--- src/rtl/cset_pkg.sv ---
// shared types and constants of the call stack exclusive time profiler
package cset_pkg;

  localparam int ID_W    = 6;
  localparam int TOTAL_W = 32;
  localparam int LEVEL_W = 7;
  localparam int RC_W    = 7;
  localparam int DELTA_W = 33;

  localparam logic [RC_W-1:0]    RC_RESET  = 7'd64;
  localparam logic [DELTA_W-1:0] DELTA_CAP = 33'h1_0000_0000;
  localparam logic [TOTAL_W-1:0] TOTAL_MAX = 32'hFFFF_FFFF;

  typedef enum logic [2:0] {
    ERR_OK,
    ERR_OVERFLOW,
    ERR_EMPTY,
    ERR_BAD_ID,
    ERR_BACKWARDS
  } err_t;

  typedef enum logic {
    ST_CLEAR,
    ST_RUN
  } back_state_t;

  typedef struct packed {
    logic               credit;
    logic [ID_W-1:0]    id;
    logic [DELTA_W-1:0] delta;
    logic [LEVEL_W-1:0] level;
    err_t               err;
  } mid_t;

  typedef struct packed {
    logic               credit;
    logic [ID_W-1:0]    id;
    logic [TOTAL_W-1:0] total;
    logic [LEVEL_W-1:0] level;
    err_t               err;
  } res_t;

endpackage

--- src/rtl/cset_fifo.sv ---
// small register queue used between the profiler stages
module cset_fifo #(
  parameter int WIDTH = 8,
  parameter int DEPTH = 2
) (
  input  logic             clk,
  input  logic             rst_n,
  input  logic             push,
  input  logic [WIDTH-1:0] push_data,
  output logic             full,
  input  logic             pop,
  output logic [WIDTH-1:0] pop_data,
  output logic             empty
);

  localparam int AW = $clog2(DEPTH);

  logic [WIDTH-1:0] slot_r [DEPTH];
  logic [AW-1:0]    wr_ptr_r, wr_ptr_nxt;
  logic [AW-1:0]    rd_ptr_r, rd_ptr_nxt;
  logic [AW:0]      count_r, count_nxt;
  logic             do_push, do_pop;

  assign full     = (count_r == (AW+1)'(DEPTH));
  assign empty    = (count_r == '0);
  assign do_push  = push && !full;
  assign do_pop   = pop && !empty;
  assign pop_data = slot_r[rd_ptr_r];

  always_comb begin
    wr_ptr_nxt = do_push ? wr_ptr_r + AW'(1) : wr_ptr_r;
    rd_ptr_nxt = do_pop ? rd_ptr_r + AW'(1) : rd_ptr_r;
    count_nxt  = count_r;
    if (do_push && !do_pop) begin
      count_nxt = count_r + (AW+1)'(1);
    end else if (do_pop && !do_push) begin
      count_nxt = count_r - (AW+1)'(1);
    end
  end

  always_ff @(posedge clk) begin
    if (!rst_n) begin
      wr_ptr_r <= '0;
      rd_ptr_r <= '0;
      count_r  <= '0;
    end else begin
      wr_ptr_r <= wr_ptr_nxt;
      rd_ptr_r <= rd_ptr_nxt;
      count_r  <= count_nxt;
    end
  end

  always_ff @(posedge clk) begin
    if (do_push) begin
      slot_r[wr_ptr_r] <= push_data;
    end
  end

endmodule

--- src/rtl/cset_front.sv ---
// front end: event checks, call stack, time mark and credit classification
module cset_front #(
  parameter int MAX_ROUTINES = 64,
  parameter int STACK_DEPTH  = 64,
  parameter int TIME_BITS    = 32
) (
  input  logic                          clk,
  input  logic                          rst_n,
  input  logic                          accept,
  input  logic                          func,
  input  logic [cset_pkg::ID_W-1:0]     routine_id,
  input  logic [TIME_BITS-1:0]          timestamp,
  input  logic [cset_pkg::RC_W-1:0]     routine_count,
  output cset_pkg::mid_t                entry
);

  localparam int PW  = TIME_BITS + 1;
  localparam int SPW = $clog2(STACK_DEPTH + 1);
  localparam int SW  = $clog2(STACK_DEPTH);
  localparam int DW  = (PW > cset_pkg::DELTA_W) ? PW : cset_pkg::DELTA_W;

  logic [cset_pkg::ID_W-1:0] stack_mem [STACK_DEPTH];
  logic [SPW-1:0]            sp_r, sp_nxt;
  logic [PW-1:0]             prev_r, prev_nxt;
  logic [cset_pkg::ID_W-1:0] top_r;

  logic [PW-1:0]                ts_ext, ts_end, mark;
  logic [DW-1:0]                delta_full;
  logic [cset_pkg::DELTA_W-1:0] delta;
  logic                         id_ok, stack_full, stack_empty, ok, credit;
  cset_pkg::err_t               err;

  always_comb begin
    ts_ext      = PW'(timestamp);
    ts_end      = ts_ext + PW'(1);
    mark        = func ? ts_end : ts_ext;
    id_ok       = (cset_pkg::RC_W'(routine_id) < routine_count) &&
                  (int'(routine_id) < MAX_ROUTINES);
    stack_full  = (sp_r == SPW'(STACK_DEPTH));
    stack_empty = (sp_r == '0);

    if (!id_ok) begin
      err = cset_pkg::ERR_BAD_ID;
    end else if (!func && stack_full) begin
      err = cset_pkg::ERR_OVERFLOW;
    end else if (func && stack_empty) begin
      err = cset_pkg::ERR_EMPTY;
    end else if (mark < prev_r) begin
      err = cset_pkg::ERR_BACKWARDS;
    end else begin
      err = cset_pkg::ERR_OK;
    end

    ok     = (err == cset_pkg::ERR_OK);
    credit = ok && !stack_empty;

    // anything past 2^32 saturates the total anyway
    delta_full = DW'(mark - prev_r);
    delta      = (delta_full > DW'(cset_pkg::DELTA_CAP)) ? cset_pkg::DELTA_CAP :
                 cset_pkg::DELTA_W'(delta_full);

    sp_nxt   = sp_r;
    prev_nxt = prev_r;
    if (ok) begin
      prev_nxt = mark;
      sp_nxt   = func ? sp_r - SPW'(1) : sp_r + SPW'(1);
    end

    entry.credit = credit;
    entry.id     = credit ? top_r : '0;
    entry.delta  = credit ? delta : '0;
    entry.level  = cset_pkg::LEVEL_W'(sp_nxt);
    entry.err    = err;
  end

  always_ff @(posedge clk) begin
    if (!rst_n) begin
      sp_r   <= '0;
      prev_r <= '0;
    end else if (accept) begin
      sp_r   <= sp_nxt;
      prev_r <= prev_nxt;
    end
  end

  // top of stack mirrored in a register, refilled from the memory on pop
  always_ff @(posedge clk) begin
    if (accept && ok) begin
      if (!func) begin
        stack_mem[SW'(sp_r)] <= routine_id;
        top_r                <= routine_id;
      end else begin
        top_r <= stack_mem[SW'(sp_r - SPW'(2))];
      end
    end
  end

endmodule

--- src/rtl/cset_back.sv ---
// back end: accumulator table clear, saturating update and result queue
module cset_back #(
  parameter int MAX_ROUTINES = 64
) (
  input  logic           clk,
  input  logic           rst_n,
  input  cset_pkg::mid_t mid_data,
  input  logic           mid_empty,
  output logic           mid_pop,
  output logic           busy,
  output cset_pkg::res_t res,
  output logic           res_empty,
  input  logic           res_pop
);

  localparam int AW = $clog2(MAX_ROUTINES);

  logic [cset_pkg::TOTAL_W-1:0] acc_mem [MAX_ROUTINES];

  cset_pkg::back_state_t state_r, state_nxt;
  logic [AW-1:0]         clr_r, clr_nxt;
  logic                  clearing;

  logic                         s1_vld_r;
  cset_pkg::mid_t               s1_r;
  logic [cset_pkg::TOTAL_W-1:0] rd_r, fwd_total_r, base, total;
  logic                         fwd_r;
  logic [cset_pkg::TOTAL_W+1:0] sum;
  logic [AW-1:0]                new_idx, s1_idx;
  logic                         retire, take, res_full;
  cset_pkg::res_t               res_in;
  logic [$bits(cset_pkg::res_t)-1:0] res_q;

  always_comb begin
    state_nxt = state_r;
    unique case (state_r)
      cset_pkg::ST_CLEAR: begin
        if (clr_r == AW'(MAX_ROUTINES - 1)) begin
          state_nxt = cset_pkg::ST_RUN;
        end
      end
      cset_pkg::ST_RUN: state_nxt = cset_pkg::ST_RUN;
      default:          state_nxt = cset_pkg::ST_CLEAR;
    endcase
  end

  always_comb begin
    unique case (state_r)
      cset_pkg::ST_CLEAR: clearing = 1'b1;
      cset_pkg::ST_RUN:   clearing = 1'b0;
      default:            clearing = 1'b1;
    endcase
    clr_nxt = clearing ? clr_r + AW'(1) : clr_r;
  end

  assign busy    = clearing;
  assign new_idx = AW'(mid_data.id);
  assign s1_idx  = AW'(s1_r.id);
  assign retire  = s1_vld_r && !res_full;
  assign take    = !clearing && !mid_empty && (!s1_vld_r || retire);
  assign mid_pop = take;

  always_comb begin
    base  = fwd_r ? fwd_total_r : rd_r;
    sum   = (cset_pkg::TOTAL_W+2)'(base) + (cset_pkg::TOTAL_W+2)'(s1_r.delta);
    total = (sum > (cset_pkg::TOTAL_W+2)'(cset_pkg::TOTAL_MAX)) ? cset_pkg::TOTAL_MAX :
            sum[cset_pkg::TOTAL_W-1:0];

    res_in.credit = s1_r.credit;
    res_in.id     = s1_r.id;
    res_in.total  = s1_r.credit ? total : '0;
    res_in.level  = s1_r.level;
    res_in.err    = s1_r.err;
  end

  always_ff @(posedge clk) begin
    if (!rst_n) begin
      state_r  <= cset_pkg::ST_CLEAR;
      clr_r    <= '0;
      s1_vld_r <= 1'b0;
    end else begin
      state_r <= state_nxt;
      clr_r   <= clr_nxt;
      if (take) begin
        s1_vld_r <= 1'b1;
      end else if (retire) begin
        s1_vld_r <= 1'b0;
      end
    end
  end

  // read for the incoming entry, forward if the retiring one writes the same id
  always_ff @(posedge clk) begin
    if (take) begin
      s1_r        <= mid_data;
      rd_r        <= acc_mem[new_idx];
      fwd_r       <= retire && s1_r.credit && (s1_idx == new_idx);
      fwd_total_r <= total;
    end
    if (clearing) begin
      acc_mem[clr_r] <= '0;
    end else if (retire && s1_r.credit) begin
      acc_mem[s1_idx] <= total;
    end
  end

  cset_fifo #(
    .WIDTH ($bits(cset_pkg::res_t)),
    .DEPTH (2)
  ) u_res_fifo (
    .clk       (clk),
    .rst_n     (rst_n),
    .push      (retire),
    .push_data (res_in),
    .full      (res_full),
    .pop       (res_pop),
    .pop_data  (res_q),
    .empty     (res_empty)
  );

  assign res = cset_pkg::res_t'(res_q);

endmodule

--- src/rtl/call_stack_exclusive_time.sv ---
// top level of the call stack exclusive time profiler
// trace events enter through a queue style port: in_func, in_routine_id and
// in_timestamp transfer at a clock edge with push high and full low.
// results leave the same way: the oldest result sits on the out_ ports while
// empty is low and transfers at an edge with pop high.
// every event gives exactly one result, in order.
// one event can transfer every cycle while full is low; each event passes through the
// event queue, the accumulator read stage and the result queue, in that order, on
// its way to the out_ ports.
// the accumulator read-modify-write forwards back to back updates.
// routine_count is written over cfg_valid/cfg_ready/cfg_data, ready always high;
// the user must write it only while the block is idle; the block does not enforce this.
// after reset the accumulator table is swept to zero, one entry a cycle, over all
// MAX_ROUTINES entries; full stays high during the sweep. the stack and time
// mark start at zero and routine_count at 64.
// when pop is held low, two results wait in the result queue, one in the read
// stage and two events in the event queue; full then rises and input stalls.
module call_stack_exclusive_time #(
  parameter int MAX_ROUTINES = 64,
  parameter int STACK_DEPTH  = 64,
  parameter int TIME_BITS    = 32
) (
  input  logic                             clk,
  input  logic                             rst_n,
  input  logic                             push,
  output logic                             full,
  input  logic                             in_func,
  input  logic [cset_pkg::ID_W-1:0]        in_routine_id,
  input  logic [TIME_BITS-1:0]             in_timestamp,
  output logic                             empty,
  input  logic                             pop,
  output logic                             out_credit_valid,
  output logic [cset_pkg::ID_W-1:0]        out_credited_id,
  output logic [cset_pkg::TOTAL_W-1:0]     out_credited_total,
  output logic [cset_pkg::LEVEL_W-1:0]     out_stack_level,
  output logic [2:0]                       out_error_code,
  input  logic                             cfg_valid,
  output logic                             cfg_ready,
  input  logic [cset_pkg::RC_W-1:0]        cfg_data
);

  logic [cset_pkg::RC_W-1:0]         rc_r;
  logic                              accept, busy;
  logic                              mid_full, mid_empty, mid_pop;
  cset_pkg::mid_t                    entry, mid_data;
  logic [$bits(cset_pkg::mid_t)-1:0] mid_q;
  cset_pkg::res_t                    res;

  assign cfg_ready = 1'b1;
  assign full      = mid_full || busy;
  assign accept    = push && !full;

  always_ff @(posedge clk) begin
    if (!rst_n) begin
      rc_r <= cset_pkg::RC_RESET;
    end else if (cfg_valid && cfg_ready) begin
      rc_r <= cfg_data;
    end
  end

  cset_front #(
    .MAX_ROUTINES (MAX_ROUTINES),
    .STACK_DEPTH  (STACK_DEPTH),
    .TIME_BITS    (TIME_BITS)
  ) u_front (
    .clk           (clk),
    .rst_n         (rst_n),
    .accept        (accept),
    .func          (in_func),
    .routine_id    (in_routine_id),
    .timestamp     (in_timestamp),
    .routine_count (rc_r),
    .entry         (entry)
  );

  cset_fifo #(
    .WIDTH ($bits(cset_pkg::mid_t)),
    .DEPTH (2)
  ) u_mid_fifo (
    .clk       (clk),
    .rst_n     (rst_n),
    .push      (accept),
    .push_data (entry),
    .full      (mid_full),
    .pop       (mid_pop),
    .pop_data  (mid_q),
    .empty     (mid_empty)
  );

  assign mid_data = cset_pkg::mid_t'(mid_q);

  cset_back #(
    .MAX_ROUTINES (MAX_ROUTINES)
  ) u_back (
    .clk       (clk),
    .rst_n     (rst_n),
    .mid_data  (mid_data),
    .mid_empty (mid_empty),
    .mid_pop   (mid_pop),
    .busy      (busy),
    .res       (res),
    .res_empty (empty),
    .res_pop   (pop)
  );

  assign out_credit_valid   = res.credit;
  assign out_credited_id    = res.id;
  assign out_credited_total = res.total;
  assign out_stack_level    = res.level;
  assign out_error_code     = res.err;

  a_credit_ok : assert property (@(posedge clk) disable iff (!rst_n)
    (!empty && out_credit_valid) |-> (out_error_code == cset_pkg::ERR_OK))
    else $error("credited result carries an error code");

  a_no_credit_zero : assert property (@(posedge clk) disable iff (!rst_n)
    (!empty && !out_credit_valid) |-> (out_credited_total == '0 && out_credited_id == '0))
    else $error("uncredited result has non-zero id or total");

  a_no_take_in_sweep : assert property (@(posedge clk) disable iff (!rst_n)
    busy |-> !mid_pop)
    else $error("event taken while the accumulator table is being cleared");

  a_mid_no_overrun : assert property (@(posedge clk) disable iff (!rst_n)
    accept |-> !mid_full)
    else $error("event queue written while full");

endmodule
--- config.mk ---
export PLATFORM = sky130hd
export DESIGN_NAME = call_stack_exclusive_time
export DESIGN_NICKNAME = d
export VERILOG_FILES = /design/src/rtl/cset_pkg.sv /design/src/rtl/cset_fifo.sv /design/src/rtl/cset_front.sv /design/src/rtl/cset_back.sv /design/src/rtl/call_stack_exclusive_time.sv
export SDC_FILE = /design/constraint.sdc
export NUM_CORES = 2
export LEC_CHECK = 0
export ABC_AREA = 1
export BUFFER_PORTS_ARGS = -buffer_cell sky130_fd_sc_hd__buf_2
export CAP_MARGIN = 15
export CORE_ASPECT_RATIO = 1.4
export CORE_MARGIN = 2
export CORE_UTILIZATION = 60
export CTS_CLUSTER_SIZE = 14
export DETAILED_ROUTE_END_ITERATION = 8
export PLACE_DENSITY_LB_ADDON = 0.3
export SYNTH_ARGS = -nofsm -noshare
export SYNTH_HDL_FRONTEND = slang
export SYNTH_SLANG_ARGS = --single-unit
--- constraint.sdc ---
create_clock -name clk -period 11.22 [get_ports clk]
set_input_delay 0.561 -clock clk [delete_from_list [all_inputs] [get_ports clk]]
set_output_delay 0.561 -clock clk [all_outputs]
set_load 0.03 [all_outputs]
==> qor.csv <==
metric,value,unit
cts_buffer_depth,4,
final-seq-area,83900,um2
final_hold_viol_count,0,
path_cells,buf_4 -> nand2_1 -> and2_4 -> clkinv_16 -> buf_4 -> buf_4 -> o21ai_0 -> o221ai_1 -> o211ai_1 -> nand3_1 -> nand3_1 -> nand2_1,
fmax,184,MHz
htreeDepth,4,
drtAntennaViolNets,0,
critPathRequiredTime,11.89,ns
syn_avg_cell_area,12.7,um2
skew,0.0575,ns
worstPathMaxFanout,290,
path_class,flop to flop,
worstSkewPairLatency,0.91,ns
grt_max_degree,291,
grt_pass1_vias,75173,
yosysSeqAreaShare,72.5,%
via_count,77066,
num_io_pins,103,
cts_setup_buffers,0,
crit_arrival,6.10,ns
wl_met1,109,mm
status,"finished, final reports clean",
synth_ff_type,edfxtp_1,
final_common_cell,edfxtp_1,
wl_met3,30.5,mm
synth_enable_flop_cells,2751,
crit_top_cell,buf_4,
fill_cells,13302,
row_count,190,
cts_tree,done,
ctsHoldBuffers,9,
dieArea,197000,um2
route.detailed.drc,0,
setup_tns,0,ns
multiInputGateArea,29100,um2
antenna_found_initial,4,
area_growth,9.17,%
start_util,60.4,%
numCtsBuffers,248,
nNetsFinal,9185,
crit_slowest_cell,buf_4,
wirelength,313,mm
gp_congestion,0.938,
grt_setup_unrepaired,false,
cts_root_buf,clkbuf_16,
mostFrequentLayoutCells,"edfxtp_1 (2,751), nor2_1 (1,427), o21ai_0 (1,276)",
hpwlAfterDp,170,mm
dp.cells,11284,
yosys_warnings,0,
dr_wl_met2,153,mm
ctsResizeCount,0,
drive_gt1_share,9.18,%
tightest_slew,1.20,ns
routed_via_density,6.58,
min_path_type,input port to flop,
die_w,375,um
grt_pass1_wl,458,mm
finalSetupViolations,0,
die_h,524,um
first_iter_violations,10391,
grt_overflow,0,
clkSinkCount,2816,
async_reset_ff_share,0,%
synth.net_count,9246,
finalCritPeriodShare,48.4,%
drtPass1Iterations,6,
synth_area,116000,um2
path_clk_slew,0.06,ns
top_layer,met5,
slew_headroom,19.3,%
fin_cells,11713,
core-area,192000,um2
synth_seq_cells,2816,
cp-start-kind,flop,
power_density,155,nW/um2
slowest_delay,0.82,ns
max_cap_viol_count,0,
finalMaxSlewViolations,0,
track_usage,31.1,%
wl_per_cell,26.7,um
syn_inst,9108,
vdd_drop_max,145,uV
worstSetupEndpointType,flop,
leakagePower,0.0388,uW
min_period,5.43,ns
netlist-cell-type-count,58,
io_buffers,101,
==> worst paths after layout <==
check | depth (start not counted) | from | slack [ns] | to
setup / recovery | 12 | flop | 5.79 | u_back.rd_r[27]
hold / removal | 3 | cfg_valid | 0.10 | rc_r[4]
setup reg to reg | 12 | flop | 5.79 | u_back.rd_r[27]
hold reg to reg | 0 | u_back.res_in[5] | 0.45 | u_back.u_res_fifo.slot_r[1][5]
==> per-layer routing <==
layer  global-route usage (%)  up-vias
met5                        0        -
met4                     18.4        4
met3                     4.72      915
met2                     52.4     4765
met1                     38.6    37777
li1                         -    33605
==> cell families after synthesis <==
| kind of cell | count (synthesis) | share of synthesized area [%] |
|---|---|---|
| adders and majority gates | 87 | 0.959 |
| DFF | 2816 | 72.5 |
| muxes | 80 | 0.778 |
| AOI/OAI and AO/OA | 2440 | 12.5 |
| other | 1 | 0.00324 |
| and+or+nand+nor | 2709 | 9.43 |
| buffers and inverters | 895 | 3.29 |
| xor gates and xnor gates | 80 | 0.611 |
==> power by group <==
group          total [uW]  switching, uW  leakage, uW  internal [uW]
Sequential          11500           12.6       0.0233          11400
Combinational         359            263       0.0121           96.1
Clock                7800           3600      0.00349           4200
Total               19600           3880       0.0388          15700
==> through the flow <==
step	util, %	hold WS, ns	cell area (um2)	setup WS [ns]	total power (uW)
6_report	66.0	0.101	126000	5.79	19600
3_3_place_gp	62.2	0.422	119000	5.37	12000
2_1_floorplan	-	0.421	116000	6.23	11900
4_1_cts	66.0	0.0490	126000	6.03	19600
5_1_grt	66.0	0.113	126000	5.63	20100
3_5_place_dp	62.2	0.439	119000	5.23	12000
==> synthesized netlist by cell type (48+ instances only) <==
library cell     n  area (um2)
o211ai_1       263        1970
o21ai_0       1277        6390
edfxtp_1      2751       82600
ha_1            84        1050
inv_1          288        1080
dfxtp_1         65        1300
nor2_1        1495        5610
o21ai_1         48         240
o221ai_1       257        2250
o22ai_1        352        2200
nand2_1        778        2920
mux2_2          80         901
nand3_1        311        1560
clkbuf_1       374        1400
buf_2          147         736
a21oi_1        185         926
==> state kept, by name, indices dropped and copies added (netlist names), 2 cells and up, named ones only <==
register                   cells
u_back.acc_mem              2048
u_front.stack_mem            384
u_mid_fifo.slot_r            100
u_back.u_res_fifo.slot_r      98
u_back.s1_r                   33
u_front.prev_r                33
u_back.fwd_total_r            32
u_back.rd_r                   32
u_back.res_in                 11
rc_r                           7
u_front.sp_r                   7
u_back.clr_r                   6
u_back.s1_idx                  6
u_front.top_r                  6
u_back.u_res_fifo.count_r      2
u_mid_fifo.count_r             2
==> critical path: cells and delay by family, from the launching register on <==
kind            cells  cell delay, ns
flops               1            0.35
compound gates      3            0.53
simple gates        5            1.58
buf+inv             4            2.27
==> area by class of cell <==
type	instances	area share, %
Antenna cell	4	0.00792
Clock buffer	333	5.25
Clock inverter	83	0.413
Inverter	305	0.952
Multi-Input combinational cell	5397	23.0
Sequential cell	2816	66.4
Tap cell	2496	2.47
Timing Repair Buffer	279	1.55
(Power assumes the default switching activity.)
